$ cat config.mk
export PLATFORM = sky130hd
export DESIGN_NAME = ccent_div
export DESIGN_NICKNAME = d
export VERILOG_FILES = /design/src/ccent_pkg.sv /design/src/ccent_div.sv
export SDC_FILE = /design/constraint.sdc
export NUM_CORES = 1
export LEC_CHECK = 0
export BUFFER_PORTS_ARGS = -buffer_cell sky130_fd_sc_hd__buf_2
export CAP_MARGIN = 25
export CORE_MARGIN = 3
export CORE_UTILIZATION = 45
export CTS_CLUSTER_DIAMETER = 150
export DETAILED_ROUTE_END_ITERATION = 6
export PLACE_DENSITY = 0.63
export SLEW_MARGIN = 0
export SYNTH_ARGS = -nofsm -noshare
export SYNTH_HDL_FRONTEND = slang
export SYNTH_SLANG_ARGS = --single-unit
$ cat constraint.sdc
create_clock -name i_clk -period 3.7 [get_ports i_clk]
set_clock_uncertainty 0.15 [all_clocks]
set_input_delay 0.185 -clock i_clk [delete_from_list [all_inputs] [get_ports i_clk]]
set_output_delay 0.185 -clock i_clk [all_outputs]
set_load 0.02 [all_outputs]
$ cat src/ccent_pkg.sv
// shared types, widths and codes for the cluster centroid table
// no dependencies; imported by the divider, the top module, the checker and the testbench
package ccent_pkg;

    localparam int SUM_BITS       = 27;
    localparam int WEIGHT_BITS    = 16;
    localparam int BIRTH_BITS     = 32;
    localparam int RANGE_BITS     = 12;
    localparam int ID_BITS        = 6;
    localparam int CLUSTERS_DEF   = 64;
    localparam int COORD_BITS_DEF = 10;
    localparam int DIV_CNT_BITS   = $clog2(SUM_BITS);

    typedef enum logic [1:0] {
        REQ_CREATE = 2'd0,
        REQ_ADD    = 2'd1,
        REQ_REMOVE = 2'd2,
        REQ_QUERY  = 2'd3
    } t_req;

    typedef enum logic [2:0] {
        S_CLEAR,
        S_IDLE,
        S_READ,
        S_EXEC,
        S_DIVX,
        S_DIVY,
        S_DIST,
        S_CMP
    } t_state;

    typedef struct packed {
        logic        [BIRTH_BITS-1:0]  birth;
        logic signed [WEIGHT_BITS-1:0] weight;
        logic signed [SUM_BITS-1:0]    x_sum;
        logic signed [SUM_BITS-1:0]    y_sum;
        logic signed [SUM_BITS-1:0]    cent_x;
        logic signed [SUM_BITS-1:0]    cent_y;
        logic                          fresh;
    } t_entry;

    typedef struct packed {
        logic                          start;
        logic signed [SUM_BITS-1:0]    dividend;
        logic signed [WEIGHT_BITS-1:0] divisor;
    } t_div_req;

    typedef struct packed {
        logic                          done;
        logic signed [SUM_BITS-1:0]    quotient;
    } t_div_rsp;

endpackage

$ cat src/ccent_div.sv
// shared restoring divider, signed dividend by positive divisor, one bit a cycle
// truncates toward zero; depends on ccent_pkg
module ccent_div (
    input  logic                i_clk,
    input  logic                i_rst_n,
    input  ccent_pkg::t_div_req i_req,
    output ccent_pkg::t_div_rsp o_rsp
);
    import ccent_pkg::*;

    logic                    r_busy;
    logic                    r_done;
    logic [DIV_CNT_BITS-1:0] r_cnt;
    logic                    r_neg;
    logic [WEIGHT_BITS-1:0]  r_rem;
    logic [SUM_BITS-1:0]     r_quo;
    logic [WEIGHT_BITS-1:0]  r_div;

    logic [WEIGHT_BITS:0]    shifted;
    logic [WEIGHT_BITS:0]    trial;
    logic                    fits;
    logic [SUM_BITS-1:0]     magnitude;

    assign shifted   = {r_rem, r_quo[SUM_BITS-1]};
    assign trial     = shifted - {1'b0, r_div};
    assign fits      = (shifted >= {1'b0, r_div});
    assign magnitude = i_req.dividend[SUM_BITS-1] ? SUM_BITS'(-i_req.dividend)
                                                  : SUM_BITS'(i_req.dividend);

    always_ff @(posedge i_clk) begin
        if (!i_rst_n) begin
            r_busy <= 1'b0;
            r_done <= 1'b0;
            r_cnt  <= '0;
        end else begin
            r_done <= 1'b0;
            if (i_req.start) begin
                r_busy <= 1'b1;
                r_cnt  <= '0;
            end else if (r_busy) begin
                r_cnt <= r_cnt + 1'b1;
                if (r_cnt == DIV_CNT_BITS'(SUM_BITS - 1)) begin
                    r_busy <= 1'b0;
                    r_done <= 1'b1;
                end
            end
        end
    end

    always_ff @(posedge i_clk) begin
        if (i_req.start) begin
            r_neg <= i_req.dividend[SUM_BITS-1];
            r_quo <= magnitude;
            r_rem <= '0;
            r_div <= WEIGHT_BITS'(i_req.divisor);
        end else if (r_busy) begin
            r_rem <= fits ? trial[WEIGHT_BITS-1:0] : shifted[WEIGHT_BITS-1:0];
            r_quo <= {r_quo[SUM_BITS-2:0], fits};
        end
    end

    assign o_rsp.done     = r_done;
    assign o_rsp.quotient = r_neg ? $signed(-r_quo) : $signed(r_quo);

`ifndef SYNTHESIS
    a_no_restart: assert property (@(posedge i_clk) disable iff (!i_rst_n)
        i_req.start |-> !r_busy)
        else $error("divider started while busy");
    a_divisor_pos: assert property (@(posedge i_clk) disable iff (!i_rst_n)
        i_req.start |-> (!i_req.divisor[WEIGHT_BITS-1] && (i_req.divisor != '0)))
        else $error("divider started with non-positive divisor");
    a_done_pulse: assert property (@(posedge i_clk) disable iff (!i_rst_n)
        r_done |=> !r_done)
        else $error("divider done held longer than one cycle");
`endif

endmodule

# Yosys cells after proc, flatten, opt, wreduce, memory -nomap -nowiden
# Cells that the tools add are included.
# op_classes
mux,9
reduce_logical,3
bitwise_logic,2
n_eq_ne,1
order_cmp,1
add_sub_neg,4
# op_table
op,n
27-bit 2-to-1 mux,4
27-bit negation,2
17-bit by 16-bit greater-or-equal comparator with 1-bit output,1
16-bit 2-to-1 mux,1
16-bit subtractor,1
5-bit by 1-bit adder with 5-bit output (second input constant),1
5-bit == test (second input constant),1
1-bit 2-to-1 mux,4
3-bit OR reduction,1
1-bit NOT,2
2-bit nonzero test,1
2-bit OR reduction,1
# word_totals
elab_cells,27
ff_bits,67
in_bits,46
out_inout_bits,28

# Longest topological paths before layout
# logic_depth
depth_word,4
mapped_depth,11

# Least setup slack after synthesis
# Ideal clock, no wire load.
# synth_timing
path_type,flip-flop to output port
from,register r_quo[0]
to,output port o_rsp[26] (netlist bit)
slack_ns,1.168
stages_incl_launch_ff,9
path_buffers,0
t_arrival_ns,2.197
required_ns,3.365
path_cell_list,edfxtp_1 -> inv_1 -> ha_1 -> nand2_1 -> or3_1 -> or4_1 -> o21ai_1 -> nand2_1 -> xnor2_1
# synth_lines
item,line,rtl
start: declaration,ccent_div.sv:16,logic [SUM_BITS-1:0] r_quo;
start signal: assignment,ccent_div.sv:53,r_quo <= magnitude;
start signal: assignment,ccent_div.sv:58,"r_quo <= {r_quo[SUM_BITS-2:0], fits};"
end: declaration,ccent_div.sv:7,output ccent_pkg::t_div_rsp o_rsp

==> results.sh <==
export IMPL_drtIter0Drc=200
export IMPL_die_h_um=107.9
export IMPL_final_design_area_no_fill_um2=5487
export IMPL_dieWidth_um=107.9
export IMPL_min_to="r_quo[0]"
export IMPL_period_share_pct=87.37
export IMPL_grt_pass1_vias=3747
export IMPL_ys_top_cells_by_count="edfxtp_1, nor2_1, nand2_1, xor2_1, a21oi_1"
export IMPL_reg2reg_slack_ns=0.72
export IMPL_hp_class="primary input to register"
export IMPL_place_congestion=0.8443
export IMPL_die_area_um2=11650
export IMPL_worstHoldPathCells=3
export IMPL_reg2reg_from="r_div[1]"
export IMPL_drcViolationCount=0
export IMPL_crit_required_ns=3.37
export IMPL_vias=3899
export IMPL_ys_seq_area_share_pct=38.10
export IMPL_numPortBuffers=73
export IMPL_setup_violations_final=0
export IMPL_setup_tns_final_ns=0
export IMPL_h_tree_depth=3
export IMPL_fill_cells=908
export IMPL_synth_area_per_cell_um2=9.429
export IMPL_synth_cell_type_count=60
export IMPL_drive_above_1_share_pct=20.55
export IMPL_tightest_slew_ns=0.6673
export IMPL_grt_use_total_pct=19.05
export IMPL_hp_start="i_req[16]"
export IMPL_grt_pass1_wl_um=17750
export IMPL_regToRegEndpoint="r_rem[0]"
export IMPL_maxCapViolCount=0
export IMPL_num_antenna_cells=0
export IMPL_syn_nets=563
export IMPL_place_area_um2=5122
export IMPL_ys_flop_type="edfxtp_1"
export IMPL_synth_area_leaders="edfxtp_1, dfxtp_1, xor2_1, xnor2_1, ha_1"
export IMPL_dp_hpwl_um=7744
export IMPL_grt_overflow_total=0
export IMPL_nets=641
export IMPL_cts_root_buf="clkbuf_8"
export IMPL_antenna_found_initial=0
export IMPL_path_clk_slew_ns=0.07
export IMPL_rsz0062_at_grt="no"
export IMPL_synth_yosys_warnings=0
export IMPL_drtAntennaViolNets=0
export IMPL_cts_inserted_buffers=9
export IMPL_syn_inst=496
export IMPL_cp_arrival_ns=2.90
export IMPL_post_cts_buffers=0
export IMPL_status="finished, final reports clean"
export IMPL_end_kind="primary output"
export IMPL_slew_viol_final=0
export IMPL_fmax_mhz=309.4
export IMPL_num_io_pins=74
export IMPL_seqCellArea_um2=1782
export IMPL_irDropWorstVdd_uv=227.9
export IMPL_num_rows=36
export IMPL_initial_core_util_pct=46.98
export IMPL_clk_latency_ns=0.35
export IMPL_synth_top_area_share_pct=28.25
export IMPL_hold_slack_ns=0.07113
export IMPL_cts_sinks=67
export IMPL_area_delta_synth_final_pct=17.31
export IMPL_p_per_area_nw_per_um2=414.8
export IMPL_synth_edf_count=44
export IMPL_period_minus_slack_ns=3.233
export IMPL_final_hold_viol_count=0
export IMPL_via_per_inst=5.476
export IMPL_multi_input_area_um2=2670
export IMPL_cp_start_kind="register"
export IMPL_reg2regPathDepth=10
export IMPL_cp_max_fo=5
export IMPL_netlist_area_um2=4677
export IMPL_core_area_um2=9955
export IMPL_yosysTopAreaCell="edfxtp_1"
export IMPL_ys_ff_latch=67
export IMPL_p_leak_nw=2.250
export IMPL_grt_max_degree=42
export IMPL_first_pass_iters=5
export IMPL_totalWireLength_um=10630
export IMPL_cts_tree="built"
export IMPL_yosysMostFrequentCell="edfxtp_1"
export IMPL_clockBufferDepth=2
export IMPL_avgRoutedWirePerCell_um=14.93
export IMPL_async_flop_share_pct=0
export IMPL_critPathKind="register to primary output"
export IMPL_slew_limit_headroom_pct=55.51
-- layout make-up --
type                       count  share of cell area (%)
inverter                      27                   1.847
clock buffer                  11                   2.577
tap                          133                   3.033
sequential                    67                   32.47
clock inverter                 5                  0.9578
timing repair buffer          95                   10.44
multi-input combinational    374                   48.67
-- what timing repair did --
action / CTS / global route
hold buffers: 17 / 0
hold endpoints to repair: 17 / 0
gates resized for setup: 0 / 0
-- per-layer routing --
layer	GRT usage, %	vias up	routed length (um)
met5	0	-	0
met4	7.033	0	143
met3	3.403	11	563
met2	29.53	100	4800
met1	26.69	1834	5123
li1	-	1954	-
-- power breakdown --
group	internal [mW]	switching (mW)	total, mW
registers	0.883	0.0700	0.953
logic	0.299	0.402	0.701
clock network	0.327	0.295	0.622
-- cell families (layout without fill, tap and decap cells) --
logic type	after synthesis	after routing	share of synthesized area [%]
AND/OR/NAND/NOR	143	143	15.41
flip-flops	67	67	38.10
XOR/XNOR	67	67	12.55
multiplexers	27	27	6.099
adder cells (fa/ha/maj)	21	21	5.779
AO/OA/AOI/OAI	116	116	17.18
buffers and inverters	55	138	4.896
-- sequential cells by signal, indices dropped and copies added, names as in the netlist --
register and flops:
r_rem 16, r_div 16, r_cnt 5, r_done 1
r_busy 1, r_neg 1, r_quo 27
-- layout by cell type, fill, tap and decap left out, types with 5 or more instances in the layout --
master         instances
nand3_1               11
nor3_1                 9
inv_1                 27
o21ai_0               16
a211oi_1              15
dlygate4sd3_1         17
nor2_1                42
a21oi_1               33
edfxtp_1              44
ha_1                  20
o41ai_1                8
dfxtp_1               23
buf_2                 73
mux2i_1               15
nand4_1                5
buf_4                  5
nor2b_1                5
o31ai_1                7
clkbuf_8              10
nand2b_1               5
mux2_2                12
xor2_1                35
nand2_1               35
xnor2_1               32
-- metrics by stage --
| step | utilization, % | power, mW | cells | setup WS (ns) |
|---|---|---|---|---|
| 5_1_grt | 55.12 | 2.417 | 712 | 0.2490 |
| 6_report | 55.12 | 2.276 | 712 | 0.4675 |
| 3_5_place_dp | 51.46 | 1.654 | 679 | 0.7458 |
| 4_1_cts | 55.12 | 2.289 | 712 | 0.4497 |
| 2_1_floorplan | - | 1.460 | 496 | 1.168 |
| 3_3_place_gp | 51.46 | 1.642 | 679 | 0.8283 |
-- worst max-delay path: stages, from the launching register on --
cell      delay, ns
edfxtp_1       0.44
inv_1          0.10
ha_1           0.16
nand2_1        0.06
or3_1          0.35
or4_1          0.46
o21ai_1        0.45
nand2_1        0.14
xnor2_1        0.19
buf_2          0.20
-- how the worst max path moves through the flow --
stage               slack [ns]  startpoint         to
floorplan                 1.17    r_quo[0]  o_rsp[26]
global placement          0.83    r_div[1]   r_rem[2]
detailed placement        0.75    r_div[1]   r_rem[8]
CTS                       0.45    r_quo[0]  o_rsp[26]
global route              0.25    r_quo[0]  o_rsp[26]
finish                    0.47    r_quo[0]  o_rsp[26]
(Power assumes the default switching activity.)
