## src/ccent_ram.sv

```systemverilog
// generic single write port ram with one registered read port
// no dependencies
module ccent_ram #(
    parameter int WIDTH = 8,
    parameter int DEPTH = 64
) (
    input  logic                     i_clk,
    input  logic                     i_we,
    input  logic [$clog2(DEPTH)-1:0] i_waddr,
    input  logic [WIDTH-1:0]         i_wdata,
    input  logic [$clog2(DEPTH)-1:0] i_raddr,
    output logic [WIDTH-1:0]         o_rdata
);

    logic [WIDTH-1:0] r_mem [DEPTH];
    logic [WIDTH-1:0] r_rdata;

    always_ff @(posedge i_clk) begin
        if (i_we) begin
            r_mem[i_waddr] <= i_wdata;
        end
        r_rdata <= r_mem[i_raddr];
    end

    assign o_rdata = r_rdata;

endmodule

```

## config.mk

```make
export PLATFORM = sky130hd
export DESIGN_NAME = ccent_ram
export DESIGN_NICKNAME = d
export VERILOG_FILES = /design/src/ccent_ram.sv
export SDC_FILE = /design/constraint.sdc
export NUM_CORES = 1
export LEC_CHECK = 0
export BUFFER_PORTS_ARGS = -buffer_cell sky130_fd_sc_hd__buf_2
export CAP_MARGIN = 10
export CORE_ASPECT_RATIO = 1.25
export CORE_MARGIN = 2
export CORE_UTILIZATION = 35
export CTS_CLUSTER_DIAMETER = 150
export DETAILED_ROUTE_END_ITERATION = 7
export HOLD_SLACK_MARGIN = 0.06
export REMOVE_ABC_BUFFERS = 1
export SLEW_MARGIN = 20
export SYNTH_ARGS = -nofsm -noshare
export SYNTH_HDL_FRONTEND = slang
export SYNTH_SLANG_ARGS = --single-unit
```

## constraint.sdc

```tcl
create_clock -name i_clk -period 4.7 [get_ports i_clk]
set_input_delay 0.47 -clock i_clk [delete_from_list [all_inputs] [get_ports i_clk]]
set_output_delay 0.47 -clock i_clk [all_outputs]
set_load 0.03 [all_outputs]
```

# [After elaboration in Yosys (flattened, before gate mapping)]
# Memory sizes are Yosys's and may differ from the RTL's. A register that Yosys moved wholly into a read port is not among the register bits.
# Index checks and enable logic that the tools add are counted.
[classes] n_mux=2
[ops] operator="1-bit 2-to-1 mux" n=2
[totals] ff_bits=0 ram_bits=512 in_bits=22 out_inout_bits=8 elab_cells=3 n_memories=1
[mem_list] memory="r_mem" depth=64 width=8 rd=1 rd_clocked_by_memory_dff=1 wr=1 line_no="15" rtl="logic [WIDTH-1:0] r_mem [DEPTH];"

# [Longest topological paths before layout]
# Gate-level depths: netlist of the first run.
[logic_depth] ltp_word=2 depth_mapped=9 depth_no_buf=5

# [Worst setup path after synthesis of the first run]
# No wires, ideal clock.
[synth_timing] kind="input to register" from="input port i_raddr[1]" to="register r_rdata[3], in the netlist o_rdata[3], read port of r_mem" setup_ns=0.128 t_arrival_ns=2.010 required_ns=4.572 path_slack_ns=2.562 cell_stages=7 path_buffers=3 path_cell_list="buf_4 buf_2 buf_2 mux4_2 mux4_2 o21ai_1 o41ai_1"
[synth_lines] element="from (decl)" line_no="11" rtl="input logic [$clog2(DEPTH)-1:0] i_raddr,"
[synth_lines] element="to (decl)" line_no="16" rtl="logic [WIDTH-1:0] r_rdata;"

==> results of run 1 <==
[state kept, by name, summed over array words and instances (netlist names)]
register  cells
o_rdata       8
r_mem       512
[final cells by class]
type	instances	area [um2]
multi-input combinational	369	4315
tap	750	938.4
clock buffer	54	1202
fill	5111	34520
timing repair buffer	46	324.1
sequential	520	15530
clock inverter	29	307.8
[worst min-delay path, stage by stage]
cell and delay [ns]:
buf_2 0.20, nand2_1 0.10, o2bb2ai_1 0.05
[power by group]
group	internal [mW]	switching, mW	total (mW)
Clock	2.21	1.59	3.80
Sequential	5.13	0.0158	5.15
Combinational	0.175	0.305	0.480
[layout by cell type (no fill, tap or decap), types with 8 or more instances in the layout]
| master | Yosys | layout |
|---|---|---|
| edfxtp_1 | 512 | 512 |
| mux4_2 | 126 | 126 |
| nor2_1 | 83 | 83 |
| clkbuf_16 | 0 | 47 |
| mux2i_1 | 23 | 23 |
| buf_4 | 13 | 22 |
| buf_2 | 11 | 21 |
| nand2_1 | 19 | 19 |
| nor2b_1 | 14 | 14 |
| mux2_2 | 13 | 13 |
| nand3_1 | 13 | 13 |
| clkinv_1 | 0 | 13 |
| o221ai_1 | 8 | 8 |
| o22ai_1 | 8 | 8 |
| clkinv_2 | 0 | 8 |
| dfxtp_1 | 8 | 8 |
[stage by stage]
step	cells	hold slack (ns)	util
3_5_place_dp	1685	0.8323	0.3693
6_report	1768	0.3208	0.3959
5_1_grt	1768	0.3324	0.3959
4_1_cts	1768	0.2951	0.3957
3_3_place_gp	1685	0.8009	0.3693
2_1_floorplan	889	0.5689	-
[cells by family after synthesis]
kind of cell / count (synthesis) / share of synthesized area
and+or+nand+nor: 153 / 0.03387
AOI/OAI and AO/OA: 54 / 0.02072
muxes: 162 / 0.1594
DFF: 520 / 0.7703
buffers and inverters: 51 / 0.01570
[path summary, 6_finish.rpt]
check	cells past startpoint	slack, ns	startpoint	end
max	7	2.14	i_raddr[1]	o_rdata[4]$_DFF_P_
min reg2reg	3	0.85	r_mem[30][6]$_DFFE_PP_	o_rdata[6]$_DFF_P_
min	3	0.32	i_raddr[5]	o_rdata[2]$_DFF_P_
max reg2reg	5	2.56	r_mem[28][4]$_DFFE_PP_	o_rdata[4]$_DFF_P_
[metal layers]
metal	GRT usage	vias to the layer above	share of wire
met5	0	-	0.00036
met4	0.04783	4	0.025
met3	0.02211	60	0.046
met2	0.2578	240	0.51
met1	0.1973	5000	0.42
li1	-	3998	-
==> results.py, run 1 <==
metrics = {
    "setup_path": {
        "cp_data_required_time_ns": 5.13,
        "cp_max_fo": 51,
        "path_delay_family": "buffers and inverters",
        "worst-setup-path-type": "in2reg",
        "crit_buf_inv": 2,
        "path_common_cell": "buf_4",
        "arrival_ns": 2.99,
        "crit_path_max_incr_delay_ns": 0.64,
        "critical_path.slowest_cell": "buf_4",
        "crit_path_start_kind": "input port",
        "end_kind": "flip-flop",
        "crit_chain": "buf_4 > buf_4 > nand2b_1 > a211oi_1 > nor4_1 > nor3_1 > o32ai_1",
    },
    "routing": {
        "first_pass_iters": 5,
        "drt_iter0_drc": 827,
        "drt_wl_total_um": 44020,
        "vias": 9302,
        "drtAntennaViolNets": 0,
        "drc": 0,
        "post_drt_via_cell_ratio": 5.261,
        "wire_per_inst_um": 24.90,
    },
    "timing": {
        "skew_ns": 0.01197,
        "hold_violations": 0,
        "fin_ws_ns": 2.136,
        "fmax_ghz": 0.3900,
        "period_share": 0.5455,
        "setup_viol": 0,
        "slew_headroom": 0.3188,
        "min_period_ns": 2.564,
        "worst_slew_pin_slew_ns": 1.018,
        "final_max_slew_viol_count": 0,
        "finalSetupTns_ns": 0,
        "rsz0062_at_grt": "no",
    },
    "clocking": {
        "post-cts-setup-buffers": 0,
        "root_buffer": "clkbuf_16",
        "cts.htree.levels": 2,
        "hold_buffers": 0,
        "clkTransAtPathRegs_ns": 0.07,
        "insertion_delay_ns": 0.56,
        "cts_tree": "done",
        "cts_made_buffers": 46,
        "clk_path_buf_depth": 3,
        "cts.repair.resized": 0,
        "clock_sinks": 520,
    },
    "yosys": {
        "synth_common_cells": "edfxtp_1, mux4_2, nor2_1, mux2i_1, nand2_1",
        "ys.warnings.count": 0,
        "synth_edf_count": 512,
        "synth.area.top_cells": "edfxtp_1, mux4_2, nor2_1, mux2i_1, dfxtp_1",
        "synthCells": 940,
        "ys.flop_type": "edfxtp_1",
        "syn_area_per_cell_um2": 21.45,
        "synth_most_common_cell": "edfxtp_1",
        "ys_types": 40,
        "ys_ff_latch": 520,
        "yosysTopAreaCell": "edfxtp_1",
        "ys_seq_area_frac": 0.7703,
        "synth_top_area_frac": 0.7624,
        "mappedNetlistArea_um2": 20170,
        "synthArstFlopShare": 0,
    },
    "die": {
        "pin_count": 30,
        "coreArea_um2": 57140,
        "fp.dieH_um": 272.4,
        "start_util": 0.3529,
        "rows": 98,
        "fp.dieW_um": 218.7,
        "die-area_um2": 59570,
    },
    "layout": {
        "drive_above_1_share": 0.2456,
        "final_area_um2": 22620,
        "num_antenna_cells": 0,
        "nNetsFinal": 1005,
        "area_growth_pct": 12.18,
    },
    "run": {
        "cap_violations": 0,
    },
    "global_routing": {
        "grt_max_degree": 65,
        "grt_first_pass_wirelength_um": 65290,
        "grt_pass1_vias": 9751,
        "grt_usage": 0.1504,
        "overflow": 0,
        "grt_antenna_before_repair": 2,
    },
    "placement": {
        "placed_area_um2": 21100,
        "dp_hpwl_um": 26500,
        "port_buffers": 29,
        "finalWeightedCongestion": 0.7775,
        "dp_slack_ns": 1.548,
    },
    "power": {
        "leakage_nw": 6.909,
        "finalPower_mw": 9.430,
        "peakVddDrop_mv": 0.2284,
        "powerDensity_nw_per_um2": 416.8,
    },
    "run_status": {
        "outcome": "finished, final reports clean",
    },
    "min_path": {
        "hp-class": "in2reg",
    },
}
Power figures use the tool's default switching activity.
==> run 2, diff against run 1 <==
==> constraint.sdc (replaced) <==
create_clock -name i_clk -period 2.25 [get_ports i_clk]
set_input_delay 0.225 -clock i_clk [delete_from_list [all_inputs] [get_ports i_clk]]
set_output_delay 0.225 -clock i_clk [all_outputs]
set_load 0.03 [all_outputs]
==> results.py, run 2 (synthesis gave the netlist of run 1 again) <==
metrics = {
    "run_status": {
        "outcome": "finished, final reports clean",
    },
    "layout": {
        "num_antenna_cells": 0,
        "nNetsFinal": 1136,
        "regMostFlops": "r_mem",
        "final_area_um2": 23740,
        "largest_reg_flops": 512,
        "area_growth_pct": 17.70,
        "fin_cells": 1903,
        "final_common_cell": "edfxtp_1",
        "drive_above_1_share": 0.3348,
        "final_cell_mix": "edfxtp_1, buf_4, mux4_2",
    },
    "timing": {
        "hold_violations": 0,
        "worst_slew_pin_slew_ns": 0.7480,
        "holdWs_ns": 0.08249,
        "fin_ws_ns": 0.1322,
        "skew_ns": 0.02680,
        "fmax_ghz": 0.4722,
        "final_max_slew_viol_count": 0,
        "min_period_ns": 2.118,
        "setup_viol": 0,
        "period_share": 0.9412,
        "rsz0062_at_grt": "no",
        "slew_headroom": 0.5013,
    },
    "power": {
        "peakVddDrop_mv": 0.6135,
        "powerDensity_nw_per_um2": 833.1,
        "leakage_nw": 7.607,
    },
    "placement": {
        "finalWeightedCongestion": 0.7866,
        "placed_cells": 1813,
        "dp_hpwl_um": 30270,
        "placed_area_um2": 22210,
        "dp_slack_ns": -0.2706,
        "port_buffers": 29,
    },
    "global_routing": {
        "grt_max_degree": 65,
        "grt_antenna_before_repair": 1,
        "grt_first_pass_wirelength_um": 69590,
        "grt_usage": 0.1602,
        "grt_pass1_vias": 10430,
        "overflow": 0,
    },
    "setup_path": {
        "end_kind": "flip-flop",
        "crit_path_max_incr_delay_ns": 0.48,
        "cp.depth": 6,
        "rr_endpoint": "o_rdata[4]$_DFF_P_",
        "cp_max_fo": 1,
        "r2r_cells": 6,
        "crit_chain": "mux4_2 > mux2_2 > o221a_2 > nor3_2 > buf_4 > o32ai_1",
        "critical_path.slowest_cell": "mux4_2",
        "path_delay_family": "multiplexers",
        "cp_data_required_time_ns": 2.69,
        "r2r-start": "r_mem[20][4]$_DFFE_PP_",
        "crit_path_start_kind": "flip-flop",
        "worst-setup-path-type": "reg2reg",
        "arrival_ns": 2.55,
        "reg2reg_slack_ns": 0.13,
        "crit_buf_inv": 1,
    },
    "routing": {
        "drtAntennaViolNets": 0,
        "vias": 9849,
        "drt_iter0_drc": 1092,
        "drc": 0,
        "first_pass_iters": 5,
        "wire_per_inst_um": 24.66,
        "post_drt_via_cell_ratio": 5.176,
        "drt_wl_total_um": 46940,
    },
    "clocking": {
        "clkTransAtPathRegs_ns": 0.06,
        "insertion_delay_ns": 0.57,
        "clk_path_buf_depth": 3,
        "clock_sinks": 520,
        "root_buffer": "clkbuf_16",
        "cts.htree.levels": 2,
        "cts_tree": "done",
        "cts_made_buffers": 48,
    },
    "min_path": {
        "hp-class": "in2reg",
        "min_to": "r_mem[21][4]$_DFFE_PP_",
        "hold_start": "i_wdata[4]",
        "holdPathStages": 1,
    },
    "die": {
        "start_util": 0.3529,
        "die-area_um2": 59570,
        "rows": 98,
        "coreArea_um2": 57140,
        "fp.dieH_um": 272.4,
        "fp.dieW_um": 218.7,
        "pin_count": 30,
    },
    "run": {
        "cap_violations": 0,
    },
}
run 2: cell count changes in the layout (fill, tap and decap cells not counted), sizes merged:
| cell | before | now |
|---|---|---|
| dlygate4sd3 | 0 | 1 |
| clkbuf | 55 | 66 |
| buf | 45 | 173 |
| bufinv | 7 | 3 |
| inv | 1 | 2 |
| clkinvlp | 0 | 5 |
| clkinv | 21 | 14 |
run 2: worst max path at each step:
stage                            from                  to  slack [ns]
2_1_floorplan  r_mem[29][4]$_DFFE_PP_  o_rdata[4]$_DFF_P_        0.57
3_3_place_gp               i_raddr[0]  o_rdata[7]$_DFF_P_       -0.27
3_5_place_dp               i_raddr[0]  o_rdata[7]$_DFF_P_       -0.27
4_1_cts        r_mem[24][4]$_DFFE_PP_  o_rdata[4]$_DFF_P_        0.11
5_1_grt        r_mem[21][6]$_DFFE_PP_  o_rdata[6]$_DFF_P_        0.09
6_report       r_mem[20][4]$_DFFE_PP_  o_rdata[4]$_DFF_P_        0.13
run 2: final cells by class:
| class | instances | area (um2) |
|---|---|---|
| sequential | 520 | 15530 |
| fill | 5043 | 33400 |
| clock buffer | 65 | 1296 |
| multi-input combinational | 369 | 4320 |
| clock inverter | 24 | 214.0 |
| tap | 750 | 938.4 |
| timing repair buffer | 175 | 1433 |
run 2: per-layer routing:
metal | global-route usage | vias up | wire (um)
met5 | 0 | - | 16
li1 | - | 4266 | -
met1 | 0.2026 | 5251 | 18870
met4 | 0.04712 | 2 | 1195
met2 | 0.2839 | 261 | 24650
met3 | 0.02446 | 69 | 2208
run 2: power by group:
group	internal, mW	total [mW]	leakage [nW]	switching (mW)
registers	10.7	10.8	4.67	0.0393
clock network	4.41	7.88	0.727	3.47
logic	0.468	1.14	2.21	0.668
run 2: what timing repair did:
| item | 4_1_cts | 5_1_grt |
|---|---|---|
| hold endpoints to repair | 6 | 0 |
| setup endpoints to repair | 1 | 0 |
| setup buffers | 0 | 0 |
| gates resized for setup | 1 | 0 |
| hold buffers | 1 | 0 |
run 2: per-stage QoR:
stage                     utilization  power [mW]  setup TNS (ns)
after floorplan                     -       11.40               0
after global placement         0.3887       12.10         -0.6071
after detailed placement       0.3887       12.12         -0.6029
after CTS                      0.4154       19.94               0
after global routing           0.4154       20.39               0
final                          0.4154       19.77               0
==> run 3, diff against run 2 <==
--- a/config.mk
+++ b/config.mk
@@ -7,12 +7,16 @@
 export LEC_CHECK = 0
 export BUFFER_PORTS_ARGS = -buffer_cell sky130_fd_sc_hd__buf_2
 export CAP_MARGIN = 10
+export CELL_PAD_IN_SITES_DETAIL_PLACEMENT = 0
+export CELL_PAD_IN_SITES_GLOBAL_PLACEMENT = 1
 export CORE_ASPECT_RATIO = 1.25
 export CORE_MARGIN = 2
 export CORE_UTILIZATION = 35
+export CTS_BUF_LIST = sky130_fd_sc_hd__clkbuf_4
 export CTS_CLUSTER_DIAMETER = 150
 export DETAILED_ROUTE_END_ITERATION = 7
 export HOLD_SLACK_MARGIN = 0.06
+export PLACE_DENSITY_LB_ADDON = 0.1
 export REMOVE_ABC_BUFFERS = 1
 export SLEW_MARGIN = 20
 export SYNTH_ARGS = -nofsm -noshare
==> results.py, run 3 (synthesis gave the netlist of run 1 again) <==
metrics = {
    "layout": {
        "final_common_cell": "edfxtp_1",
        "regMostFlops": "r_mem",
        "fillers": 5169,
        "area_growth_pct": 19.65,
        "final_cell_mix": "edfxtp_1, clkbuf_4, buf_4",
        "largest_reg_flops": 512,
        "drive_above_1_share": 0.4043,
        "final_util": 0.4223,
        "nNetsFinal": 1253,
    },
    "power": {
        "peakVddDrop_mv": 0.4070,
        "leakage_nw": 7.996,
        "powerDensity_nw_per_um2": 807.0,
    },
    "routing": {
        "vias": 10455,
        "drc": 0,
        "wire_per_inst_um": 25.97,
        "drtAntennaViolNets": 0,
        "post_drt_via_cell_ratio": 5.070,
        "drt_iter0_drc": 668,
        "first_pass_iters": 5,
        "drt_wl_total_um": 53550,
    },
    "die": {
        "die-area_um2": 59570,
        "fp.dieW_um": 218.7,
        "start_util": 0.3529,
        "rows": 98,
        "pin_count": 30,
        "coreArea_um2": 57140,
        "fp.dieH_um": 272.4,
    },
    "setup_path": {
        "cp_data_required_time_ns": 2.94,
        "cp_max_fo": 1,
        "r2r_cells": 4,
        "critical_path.slowest_cell": "mux4_2",
        "crit_path_max_incr_delay_ns": 0.54,
        "end_kind": "flip-flop",
        "path_common_cell": "mux4_2",
        "r2r-start": "r_mem[50][5]$_DFFE_PP_",
        "rr_endpoint": "o_rdata[5]$_DFF_P_",
        "worst-setup-path-type": "reg2reg",
        "crit_path_start_kind": "flip-flop",
        "reg2reg_slack_ns": 0.20,
        "arrival_ns": 2.75,
        "crit_chain": "mux4_2 > mux4_2 > o21ai_1 > o41ai_1",
    },
    "clocking": {
        "post-cts-setup-buffers": 0,
        "clk_path_buf_depth": 3,
        "root_buffer": "clkbuf_4",
        "cts.repair.resized": 0,
        "hold_buffers": 17,
        "clock_sinks": 520,
        "cts.htree.levels": 4,
        "cts_made_buffers": 131,
        "clkTransAtPathRegs_ns": 0.08,
        "insertion_delay_ns": 0.84,
        "cts_tree": "done",
    },
    "global_routing": {
        "grt_antenna_before_repair": 2,
        "grt_first_pass_wirelength_um": 77070,
        "grt_pass1_vias": 11236,
        "overflow": 0,
        "grt_usage": 0.1856,
        "grt_max_degree": 65,
    },
    "timing": {
        "setup_viol": 0,
        "min_period_ns": 2.052,
        "fin_ws_ns": 0.1982,
        "hold_violations": 0,
        "skew_ns": 0.02841,
        "period_share": 0.9119,
        "fmax_ghz": 0.4874,
        "final_max_slew_viol_count": 0,
        "finalSetupTns_ns": 0,
        "worst_slew_pin_slew_ns": 0.7370,
        "rsz0062_at_grt": "no",
        "slew_headroom": 0.5087,
    },
    "min_path": {
        "hp-class": "in2reg",
        "hold_start": "i_waddr[4]",
        "min_to": "r_mem[53][2]$_DFFE_PP_",
        "holdPathStages": 4,
    },
    "placement": {
        "port_buffers": 29,
        "dp_hpwl_um": 34640,
        "finalWeightedCongestion": 0.7453,
        "dp_slack_ns": -0.2132,
    },
    "run": {
        "cap_violations": 0,
    },
    "run_status": {
        "outcome": "finished, final reports clean",
    },
}
-- run 3: power by group --
part / total [mW] / internal [mW] / switching (mW) / leakage (nW)
Clock: 7.45 / 3.86 / 3.59 / 0.929
Sequential: 10.8 / 10.7 / 0.0431 / 4.67
Combinational: 1.26 / 0.530 / 0.731 / 2.39
-- run 3: worst max-delay path, delay by kind of cell, from the launching register on --
| family | cells | cell delay, ns |
|---|---|---|
| AO/OA/AOI/OAI | 2 | 0.50 |
| flip-flops | 1 | 0.38 |
| multiplexers | 2 | 1.04 |
-- run 3: worst max path at each step --
stage / slack [ns] / cells past startpoint / from / to
3_5_place_dp: -0.21 / 8 / i_raddr[1] / o_rdata[5]$_DFF_P_
2_1_floorplan: 0.57 / 5 / r_mem[29][4]$_DFFE_PP_ / o_rdata[4]$_DFF_P_
4_1_cts: 0.17 / 4 / r_mem[50][5]$_DFFE_PP_ / o_rdata[5]$_DFF_P_
5_1_grt: 0.13 / 4 / r_mem[50][5]$_DFFE_PP_ / o_rdata[5]$_DFF_P_
6_report: 0.20 / 4 / r_mem[50][5]$_DFFE_PP_ / o_rdata[5]$_DFF_P_
3_3_place_gp: -0.23 / 8 / i_raddr[1] / o_rdata[5]$_DFF_P_
-- run 3: metrics by stage --
stage          total power, mW  std cells  hold slack, ns  instance area (um2)
2_1_floorplan            11.40        889          0.3239                19850
3_3_place_gp             12.23       1831          0.6115                22440
3_5_place_dp             12.24       1831          0.6157                22440
4_1_cts                  19.83       2061          0.1128                24130
5_1_grt                  20.28       2062          0.1786                24130
6_report                 19.47       2062          0.2328                24130
-- run 3: area by class of cell --
type                            instances  area [um2]  share of cell area
Sequential cell                       520       15530              0.6438
Clock buffer                          192        1441             0.05973
Tap cell                              750       938.4             0.03889
Multi-Input combinational cell        369        4317              0.1789
Antenna cell                            1       2.502           0.0001037
Clock inverter                         21       81.33            0.003370
Timing Repair Buffer                  209        1815             0.07524
-- run 3: routing by layer --
layer / global-route usage / part of all wire / vias up
li1: - / - / 4590
met1: 0.2380 / 0.42 / 5474
met2: 0.3074 / 0.50 / 291
met3: 0.03786 / 0.049 / 98
met4: 0.07824 / 0.030 / 2
met5: 0 / 0.00019 / -
